### config.mk
export PLATFORM = sky130hd
export DESIGN_NAME = hid_collection_item_matcher
export DESIGN_NICKNAME = d
export VERILOG_FILES = /design/src/rtl/hcim_pkg.sv /design/src/rtl/hid_collection_item_matcher.sv /design/src/rtl/hcim_stack.sv /design/src/rtl/hcim_obuf.sv
export SDC_FILE = /design/constraint.sdc
export NUM_CORES = 2
export LEC_CHECK = 0
export ABC_AREA = 1
export BUFFER_PORTS_ARGS = -buffer_cell sky130_fd_sc_hd__buf_2
export CAP_MARGIN = 15
export CELL_PAD_IN_SITES_DETAIL_PLACEMENT = 0
export CELL_PAD_IN_SITES_GLOBAL_PLACEMENT = 2
export CORE_UTILIZATION = 38
export DETAILED_ROUTE_END_ITERATION = 10
export GPL_TIMING_DRIVEN = 0
export PLACE_DENSITY = 0.73
export SYNTH_ARGS = -nofsm -noshare
export SYNTH_HDL_FRONTEND = slang
export SYNTH_SLANG_ARGS = --single-unit
export TNS_END_PERCENT = 5
### constraint.sdc
create_clock -name clk -period 5.4 [get_ports clk]
set_clock_uncertainty 0.2 [all_clocks]
set_input_delay 0.27 -clock clk [delete_from_list [all_inputs] [get_ports clk]]
set_output_delay 0.27 -clock clk [all_outputs]
set_load 0.03 [all_outputs]
### src/rtl/hcim_pkg.sv
`timescale 1ns / 1ps
// ----------------------------------------------------------------------------
// HID collection item matcher package
// Shared item and result types, stack control types, item and register codes.
// ----------------------------------------------------------------------------
package hcim_pkg;

  localparam int USAGE_W = 32;

  localparam logic [2:0] COLL_TYPE_PHYSICAL    = 3'd0;
  localparam logic [2:0] COLL_TYPE_APPLICATION = 3'd1;
  localparam logic [2:0] COLL_TYPE_LOGICAL     = 3'd2;

  localparam logic [2:0] KIND_COLLECTION     = 3'd3;
  localparam logic [2:0] KIND_END_COLLECTION = 3'd4;

  localparam logic [4:0] KIND_MASK_ANY       = 5'h1F;

  localparam int CARE_USAGE       = 0;
  localparam int CARE_APPLICATION = 1;
  localparam int CARE_PHYSICAL    = 2;
  localparam int CARE_LOGICAL     = 3;

  typedef enum logic [2:0] {
    CFG_WANT_USAGE       = 3'd0,
    CFG_WANT_APPLICATION = 3'd1,
    CFG_WANT_PHYSICAL    = 3'd2,
    CFG_WANT_LOGICAL     = 3'd3,
    CFG_CARE_BITS        = 3'd4,
    CFG_KIND_MASK        = 3'd5
  } cfg_reg_t;

  typedef struct packed {
    logic               first_item;
    logic [2:0]         item_kind;
    logic [2:0]         collection_type;
    logic [USAGE_W-1:0] usage_code;
  } in_data_t;

  typedef struct packed {
    logic hit;
    logic already_found;
  } out_data_t;

  typedef struct packed {
    logic clear;
    logic push;
    logic pop;
  } stk_ctl_t;

  typedef struct packed {
    logic               empty;
    logic               full;
    logic [USAGE_W-1:0] top;
  } stk_sts_t;

endpackage

### src/rtl/hid_collection_item_matcher.sv
`timescale 1ns / 1ps
// ----------------------------------------------------------------------------
// HID collection item matcher
// Tracks open physical, application and logical collections of a HID report
// descriptor and flags the first item that matches the configured usages.
//
// Usage:
//   Items enter on the in_ channel (valid/ready) and each transfer yields one
//   result on the out_ channel; each result is registered. One item per cycle
//   is sustained while the receiver takes results: each stack top sits in a
//   register and the memory read of the entry below it is issued at the same
//   edge that changes the stack, so a pop is ready for the next item. Set
//   first_item on the first item of each descriptor scan.
//   Configuration is written through cfg_we/cfg_index/cfg_wdata while no
//   item is in flight; writes take effect at once.
//   Reset empties the stacks, clears the found flag and loads the register
//   defaults; no clearing pass is needed. A two-entry result buffer keeps
//   in_ready high for one more item after the receiver stalls; after that
//   in_ready drops until a result is taken.
// ----------------------------------------------------------------------------
module hid_collection_item_matcher #(
  parameter int NEST_DEPTH = 10
) (
  input  logic                clk,
  input  logic                rst_n,
  input  logic                in_valid,
  output logic                in_ready,
  input  hcim_pkg::in_data_t  in_data,
  output logic                out_valid,
  input  logic                out_ready,
  output hcim_pkg::out_data_t out_data,
  input  logic                cfg_we,
  input  logic [2:0]          cfg_index,
  input  logic [31:0]         cfg_wdata
);

  logic [hcim_pkg::USAGE_W-1:0] want_usage_r;
  logic [hcim_pkg::USAGE_W-1:0] want_application_r;
  logic [hcim_pkg::USAGE_W-1:0] want_physical_r;
  logic [hcim_pkg::USAGE_W-1:0] want_logical_r;
  logic [3:0]                   care_bits_r;
  logic [4:0]                   kind_mask_r;
  logic                         done_r;
  logic                         done_nxt;

  logic                accept;
  logic                done_eff;
  logic                is_coll;
  logic                is_end;
  logic                sel_phy;
  logic                sel_app;
  logic                sel_log;
  logic                push_phy;
  logic                push_app;
  logic                push_log;
  logic                ok_phy;
  logic                ok_app;
  logic                ok_log;
  logic                ok_usage;
  logic                ok_kind;
  logic [4:0]          kind_sel;
  logic                match;
  logic                hit;
  hcim_pkg::stk_ctl_t  ctl_phy;
  hcim_pkg::stk_ctl_t  ctl_app;
  hcim_pkg::stk_ctl_t  ctl_log;
  hcim_pkg::stk_sts_t  sts_phy;
  hcim_pkg::stk_sts_t  sts_app;
  hcim_pkg::stk_sts_t  sts_log;
  hcim_pkg::out_data_t res;

  assign accept = in_valid && in_ready;

  always_ff @(posedge clk) begin
    if (!rst_n) begin
      want_usage_r       <= '0;
      want_application_r <= '0;
      want_physical_r    <= '0;
      want_logical_r     <= '0;
      care_bits_r        <= '0;
      kind_mask_r        <= hcim_pkg::KIND_MASK_ANY;
    end else if (cfg_we) begin
      case (hcim_pkg::cfg_reg_t'(cfg_index))
        hcim_pkg::CFG_WANT_USAGE:       want_usage_r       <= cfg_wdata;
        hcim_pkg::CFG_WANT_APPLICATION: want_application_r <= cfg_wdata;
        hcim_pkg::CFG_WANT_PHYSICAL:    want_physical_r    <= cfg_wdata;
        hcim_pkg::CFG_WANT_LOGICAL:     want_logical_r     <= cfg_wdata;
        hcim_pkg::CFG_CARE_BITS:        care_bits_r        <= cfg_wdata[3:0];
        hcim_pkg::CFG_KIND_MASK:        kind_mask_r        <= cfg_wdata[4:0];
        default: begin
        end
      endcase
    end
  end

  always_comb begin
    done_eff = done_r && !in_data.first_item;
    is_coll  = (in_data.item_kind == hcim_pkg::KIND_COLLECTION);
    is_end   = (in_data.item_kind == hcim_pkg::KIND_END_COLLECTION);
    sel_phy  = (in_data.collection_type == hcim_pkg::COLL_TYPE_PHYSICAL);
    sel_app  = (in_data.collection_type == hcim_pkg::COLL_TYPE_APPLICATION);
    sel_log  = (in_data.collection_type == hcim_pkg::COLL_TYPE_LOGICAL);

    // A first item sees empty stacks, so it is never blocked by a full one.
    push_phy = !done_eff && is_coll && sel_phy && (in_data.first_item || !sts_phy.full);
    push_app = !done_eff && is_coll && sel_app && (in_data.first_item || !sts_app.full);
    push_log = !done_eff && is_coll && sel_log && (in_data.first_item || !sts_log.full);

    ok_phy = push_phy ? (in_data.usage_code == want_physical_r)
                      : (!in_data.first_item && !sts_phy.empty &&
                         sts_phy.top == want_physical_r);
    ok_app = push_app ? (in_data.usage_code == want_application_r)
                      : (!in_data.first_item && !sts_app.empty &&
                         sts_app.top == want_application_r);
    ok_log = push_log ? (in_data.usage_code == want_logical_r)
                      : (!in_data.first_item && !sts_log.empty &&
                         sts_log.top == want_logical_r);
    ok_usage = (in_data.usage_code == want_usage_r);

    kind_sel = kind_mask_r >> in_data.item_kind;
    ok_kind  = (kind_mask_r == hcim_pkg::KIND_MASK_ANY) ||
               ((in_data.item_kind <= hcim_pkg::KIND_END_COLLECTION) && kind_sel[0]);

    match = (!care_bits_r[hcim_pkg::CARE_USAGE]       || ok_usage) &&
            (!care_bits_r[hcim_pkg::CARE_APPLICATION] || ok_app) &&
            (!care_bits_r[hcim_pkg::CARE_PHYSICAL]    || ok_phy) &&
            (!care_bits_r[hcim_pkg::CARE_LOGICAL]     || ok_log) &&
            ok_kind;
    hit = !done_eff && match;

    ctl_phy.clear = accept && in_data.first_item;
    ctl_phy.push  = accept && push_phy;
    ctl_phy.pop   = accept && !done_eff && !match && is_end && sel_phy &&
                    !in_data.first_item && !sts_phy.empty;
    ctl_app.clear = accept && in_data.first_item;
    ctl_app.push  = accept && push_app;
    ctl_app.pop   = accept && !done_eff && !match && is_end && sel_app &&
                    !in_data.first_item && !sts_app.empty;
    ctl_log.clear = accept && in_data.first_item;
    ctl_log.push  = accept && push_log;
    ctl_log.pop   = accept && !done_eff && !match && is_end && sel_log &&
                    !in_data.first_item && !sts_log.empty;

    res.hit           = hit;
    res.already_found = done_eff;

    done_nxt = accept ? (done_eff || hit) : done_r;
  end

  always_ff @(posedge clk) begin
    if (!rst_n) begin
      done_r <= 1'b0;
    end else begin
      done_r <= done_nxt;
    end
  end

  hcim_stack #(.DEPTH(NEST_DEPTH)) u_stk_phy (
    .clk       (clk),
    .rst_n     (rst_n),
    .ctl       (ctl_phy),
    .push_data (in_data.usage_code),
    .sts       (sts_phy)
  );

  hcim_stack #(.DEPTH(NEST_DEPTH)) u_stk_app (
    .clk       (clk),
    .rst_n     (rst_n),
    .ctl       (ctl_app),
    .push_data (in_data.usage_code),
    .sts       (sts_app)
  );

  hcim_stack #(.DEPTH(NEST_DEPTH)) u_stk_log (
    .clk       (clk),
    .rst_n     (rst_n),
    .ctl       (ctl_log),
    .push_data (in_data.usage_code),
    .sts       (sts_log)
  );

  hcim_obuf u_obuf (
    .clk        (clk),
    .rst_n      (rst_n),
    .push_valid (accept),
    .push_data  (res),
    .can_accept (in_ready),
    .out_valid  (out_valid),
    .out_ready  (out_ready),
    .out_data   (out_data)
  );

  a_hit_sets_done : assert property (@(posedge clk) disable iff (!rst_n)
    (accept && hit) |=> done_r)
    else $error("found flag not set after a hit");

  a_done_blocks_stacks : assert property (@(posedge clk) disable iff (!rst_n)
    (accept && done_eff) |-> !(ctl_phy.push || ctl_phy.pop || ctl_app.push ||
                               ctl_app.pop || ctl_log.push || ctl_log.pop))
    else $error("stack changed after the scan was done");

  a_done_holds : assert property (@(posedge clk) disable iff (!rst_n)
    (done_r && !(accept && in_data.first_item)) |=> done_r)
    else $error("found flag cleared without a new scan");

endmodule

### src/rtl/hcim_stack.sv
`timescale 1ns / 1ps
// ----------------------------------------------------------------------------
// Collection usage stack
// Bounded stack in a synchronous memory, with the top entry held in a register
// and the entry below it kept in the registered read data of the memory.
// ----------------------------------------------------------------------------
module hcim_stack #(
  parameter int DEPTH = 10
) (
  input  logic                clk,
  input  logic                rst_n,
  input  hcim_pkg::stk_ctl_t  ctl,
  input  logic [hcim_pkg::USAGE_W-1:0] push_data,
  output hcim_pkg::stk_sts_t  sts
);

  localparam int AW = (DEPTH > 1) ? $clog2(DEPTH) : 1;
  localparam int CW = $clog2(DEPTH + 1);

  logic [CW-1:0]                cnt_r;
  logic [CW-1:0]                cnt_nxt;
  logic [CW-1:0]                cnt_base;
  logic [hcim_pkg::USAGE_W-1:0] top_r;
  logic [hcim_pkg::USAGE_W-1:0] top_nxt;
  logic [hcim_pkg::USAGE_W-1:0] rd_data_r;
  logic [AW-1:0]                wr_addr;
  logic [AW-1:0]                rd_addr;
  logic [hcim_pkg::USAGE_W-1:0] mem [DEPTH];

  // The read port always follows the entry just below the next top. A push
  // writes the next top entry; the ports meet only when it fills an empty stack.
  always_comb begin
    cnt_base = ctl.clear ? '0 : cnt_r;
    cnt_nxt  = cnt_base;
    top_nxt  = top_r;
    if (ctl.push) begin
      cnt_nxt = cnt_base + CW'(1);
      top_nxt = push_data;
    end else if (ctl.pop) begin
      cnt_nxt = cnt_base - CW'(1);
      top_nxt = rd_data_r;
    end
    wr_addr = cnt_base[AW-1:0];
    rd_addr = (cnt_nxt >= CW'(2)) ? AW'(cnt_nxt - CW'(2)) : '0;
  end

  always_ff @(posedge clk) begin
    if (!rst_n) begin
      cnt_r <= '0;
    end else begin
      cnt_r <= cnt_nxt;
    end
  end

  always_ff @(posedge clk) begin
    top_r <= top_nxt;
  end

  always_ff @(posedge clk) begin
    if (ctl.push) begin
      mem[wr_addr] <= push_data;
    end
    rd_data_r <= mem[rd_addr];
  end

  assign sts.empty = (cnt_r == '0);
  assign sts.full  = (cnt_r == CW'(DEPTH));
  assign sts.top   = top_r;

  a_cnt_bound : assert property (@(posedge clk) disable iff (!rst_n)
    cnt_r <= CW'(DEPTH))
    else $error("stack count exceeds depth");

  a_push_pop_excl : assert property (@(posedge clk) disable iff (!rst_n)
    !(ctl.push && ctl.pop))
    else $error("push and pop in the same cycle");

  a_push_room : assert property (@(posedge clk) disable iff (!rst_n)
    ctl.push |-> (ctl.clear || !sts.full))
    else $error("push onto a full stack");

  a_pop_nonempty : assert property (@(posedge clk) disable iff (!rst_n)
    ctl.pop |-> (!ctl.clear && !sts.empty))
    else $error("pop from an empty stack");

endmodule

### src/rtl/hcim_obuf.sv
`timescale 1ns / 1ps
// ----------------------------------------------------------------------------
// Result buffer
// Two-entry output register with skid stage between the matcher and the
// result channel.
// ----------------------------------------------------------------------------
module hcim_obuf (
  input  logic                clk,
  input  logic                rst_n,
  input  logic                push_valid,
  input  hcim_pkg::out_data_t push_data,
  output logic                can_accept,
  output logic                out_valid,
  input  logic                out_ready,
  output hcim_pkg::out_data_t out_data
);

  logic                out_valid_r;
  logic                out_valid_nxt;
  logic                skid_valid_r;
  logic                skid_valid_nxt;
  hcim_pkg::out_data_t out_data_r;
  hcim_pkg::out_data_t out_data_nxt;
  hcim_pkg::out_data_t skid_data_r;
  hcim_pkg::out_data_t skid_data_nxt;
  logic                take;

  assign take = out_valid_r && out_ready;

  always_comb begin
    out_valid_nxt  = out_valid_r;
    skid_valid_nxt = skid_valid_r;
    out_data_nxt   = out_data_r;
    skid_data_nxt  = skid_data_r;
    if (skid_valid_r) begin
      if (take) begin
        out_data_nxt   = skid_data_r;
        skid_valid_nxt = 1'b0;
      end
    end else if (push_valid) begin
      if (!out_valid_r || take) begin
        out_data_nxt  = push_data;
        out_valid_nxt = 1'b1;
      end else begin
        skid_data_nxt  = push_data;
        skid_valid_nxt = 1'b1;
      end
    end else if (take) begin
      out_valid_nxt = 1'b0;
    end
  end

  always_ff @(posedge clk) begin
    if (!rst_n) begin
      out_valid_r  <= 1'b0;
      skid_valid_r <= 1'b0;
    end else begin
      out_valid_r  <= out_valid_nxt;
      skid_valid_r <= skid_valid_nxt;
    end
  end

  always_ff @(posedge clk) begin
    out_data_r  <= out_data_nxt;
    skid_data_r <= skid_data_nxt;
  end

  assign can_accept = !skid_valid_r;
  assign out_valid  = out_valid_r;
  assign out_data   = out_data_r;

  a_skid_behind_out : assert property (@(posedge clk) disable iff (!rst_n)
    skid_valid_r |-> out_valid_r)
    else $error("skid entry held without an output entry");

  a_no_push_when_full : assert property (@(posedge clk) disable iff (!rst_n)
    push_valid |-> !skid_valid_r)
    else $error("result pushed into a full buffer");

  a_skid_moves_up : assert property (@(posedge clk) disable iff (!rst_n)
    (skid_valid_r && take) |=> (out_valid_r && out_data_r == $past(skid_data_r)))
    else $error("skid entry lost on transfer");

endmodule

==> flow_summary.json <==
{
  "clk_pin_slew_ns": 0.06,
  "grt_antenna_before_repair": 23,
  "fp-row-count": 141,
  "grtUsageMet3_pct": 3.55,
  "place_area_um2": 60700,
  "p_per_area_nw_per_um2": 329,
  "synth-compound-area-share_pct": 5.55,
  "yosys-mux-area-fraction_pct": 0,
  "synth_top_family_by_area": "simple AND/OR/NAND/NOR gates",
  "chipHeight_um": 388,
  "dr_total_vias": 41600,
  "final_nets": 6006,
  "totalWireLength_um": 209000,
  "synth-warning-count": 0,
  "tightest_slew_ns": 1.26,
  "yosys.cell_types.count": 34,
  "synth_area_um2": 56700,
  "hold_viol": 0,
  "cap_violations": 0,
  "die_area_um2": 151000,
  "crit_path_start_kind": "input pin",
  "viasPerCell": 5.23,
  "grt_pass1_vias": 39600,
  "place.gp.congestion": 0.870,
  "wl_per_cell_um": 26.2,
  "design_power_total_uw": 22000,
  "h-tree-depth": 4,
  "ys_ff_latch": 1308,
  "fin_area_um2": 66900,
  "antenna_left": 0,
  "required_ns": 5.83,
  "slew_headroom_pct": 16.2,
  "cp_slowest_cell": "buf_2",
  "synthAdderAreaFrac_pct": 0.397,
  "synth-simple-area-share_pct": 20.3,
  "cpMostUsedCell": "nand2_1",
  "synth_edf_count": 1060,
  "cts_sinks": 1308,
  "critPathMaxFanout": 35,
  "hold_path.class": "input pin to flip-flop",
  "end_kind": "flip-flop",
  "drt-initial-drc-count": 4255,
  "grt_pass1_wl_um": 289000,
  "max_freq_ghz": 0.190,
  "grt_use_total_pct": 26.9,
  "area_delta_synth_final_pct": 18.1,
  "syn_nets": 5585,
  "start_util_pct": 38.3,
  "fp.dieW_um": 388,
  "grt.met2_usage_pct": 41.6,
  "crit_type": "input pin to flip-flop",
  "synth_flop_cell": "edfxtp_1",
  "ys_seq_area_share_pct": 64.9,
  "slew_viol_final": 0,
  "grt_use_met1_pct": 39.3,
  "io_pins": 83,
  "status": "finished, final reports clean",
  "rsz0062_at_grt": "false",
  "grt_max_degree": 36,
  "cts_buffers": 151,
  "syn_inst": 5488,
  "crit_buf_inv": 6,
  "hold_slack_ns": 0.00222,
  "place_hpwl_um": 137000,
  "utilization_pct": 45.3,
  "busiest_layer": "met2",
  "synth_async_sr_flop_share_pct": 0,
  "dr.pass1.iters": 6,
  "final_layout_size_suffix_gt1_share_pct": 10.6,
  "finalSetupViolCount": 0,
  "ir_drop_mv": 0.272,
  "p_leak_uw": 0.0260,
  "fin_crit_sh_pct": 97.4,
  "io_buffers": 81,
  "drc_errors": 0,
  "period_needed_ns": 5.26,
  "clock_path_buffers": 3,
  "core_area_um2": 148000,
  "grt_overflow": 0,
  "synth_xor_area_share_pct": 2.55,
  "cts_tree": "done",
  "root_buffer": "clkbuf_16",
  "synthesis.area_per_instance_um2": 10.3,
  "arrival_ns": 5.69,
  "path_delay_family": "simple AND/OR/NAND/NOR gates",
  "clock_insertion_delay_worst_skew_ns": 0.78,
  "max_stage_delay_ns": 0.87
}
worst paths after layout:
| check | startpoint | end | slack (ns) | cells past startpoint |
|---|---|---|---|---|
| min reg2reg | kind_mask_r[4] | kind_mask_r[4] | 0.26 | 2 |
| max reg2reg | u_obuf.skid_valid_r | u_stk_phy.rd_data_r[10] | 0.25 | 21 |
| max | in_data[18] | u_stk_log.rd_data_r[30] | 0.14 | 26 |
| min | in_data[0] | u_stk_log.mem[1][0] | 0.002 | 1 |
routing by layer:
layer | routed length (um) | part of all wire (%)
met5 | 33 | 0.016
met4 | 5890 | 2.8
met3 | 13800 | 6.6
met2 | 93300 | 45
met1 | 95500 | 46
metrics by stage:
step | setup WS [ns] | TNS, ns | cells
after global routing | 0.0321 | 0 | 7958
after global placement | -3.21 | -1610.21 | 7499
after CTS | 0.00621 | 0 | 7919
after detailed placement | -1.87 | -161.54 | 7577
final | 0.140 | 0 | 7963
after floorplan | 0.170 | 0 | 5488
what timing repair did:
item | 4_1_cts | 5_1_grt
endpoints found under the setup margin | 98 | 93
buffers inserted | 0 | 7
pin swaps | 0 | 3
hold endpoints to repair | 543 | 97
cloned | 0 | 3
hold buffers | 71 | 29
gates resized for setup | 24 | 45
where the power goes:
part           internal [uW]  switching [uW]
sequential             10900            58.3
clock                   5790            4230
combinational            256             745
synth_stat cells (2+ instances only):
cell | count | share of area, %
nand3b_1 | 289 | 3.8
nand2_2 | 11 | 0.12
xnor2_1 | 154 | 2.4
nand2_1 | 1089 | 7.2
clkinv_1 | 2 | 0.013
buf_4 | 9 | 0.12
clkbuf_1 | 147 | 0.97
nand3_1 | 416 | 3.7
nand4_1 | 24 | 0.26
a21oi_1 | 263 | 2.3
edfxtp_1 | 1060 | 56
ha_1 | 18 | 0.40
o211ai_1 | 94 | 1.2
nor2_2 | 4 | 0.044
dfxtp_1 | 248 | 8.8
buf_2 | 138 | 1.2
a21oi_2 | 4 | 0.062
inv_2 | 12 | 0.079
buf_1 | 32 | 0.21
nand3_2 | 3 | 0.053
nor2_1 | 462 | 3.1
nor4_1 | 5 | 0.055
nor3_1 | 211 | 1.9
xor2_1 | 11 | 0.17
inv_1 | 556 | 3.7
o21ai_0 | 218 | 1.9
placed cells by master, fill, tap and decap left out, types with 94 or more instances in the layout:
cell type  synthesis  layout
edfxtp_1        1060    1060
nor2_1           462     451
nor3_1           211     194
nand3b_1         289     289
inv_1            556     554
clkbuf_1         147     170
xnor2_1          154     154
a21oi_1          263     263
o211ai_1          94      94
nand3_1          416     416
dfxtp_1          248     248
clkbuf_16          0     155
nand2_1         1089    1087
o21ai_0          218     218
buf_2            138     196
cells by family (layout without fill, tap and decap cells):
kind of cell	Yosys count	count (layout)
flops	1308	1308
other cells	0	6
buf+inv	897	1433
compound gates	579	579
simple gates	2521	2524
xor+xnor	165	165
fa+ha+maj	18	18
final cells by class:
class                   instances  area (um^2)
diodes                          6         15.0
multi-input cells            3286        16600
repair buffers                267         2750
flip-flops and latches       1308        36800
inverters                     570         2150
clock inverters                63          539
well taps                    1930         2410
clock buffers                 208         4220
plain buffers                 325         1450
fillers                     14100        80900
registers in the layout (all words and copies together), names as in the netlist, 5 cells and up:
name	count
u_stk_log.rd_data_r	32
kind_mask_r	5
u_stk_phy.top_r	32
u_stk_app.top_r	32
want_application_r	32
want_physical_r	32
u_stk_phy.rd_data_r	32
u_stk_app.rd_data_r	32
u_stk_log.top_r	32
u_stk_app.mem	320
want_usage_r	32
u_stk_log.mem	320
want_logical_r	32
u_stk_phy.mem	320
Power figures use the tool's default switching activity.
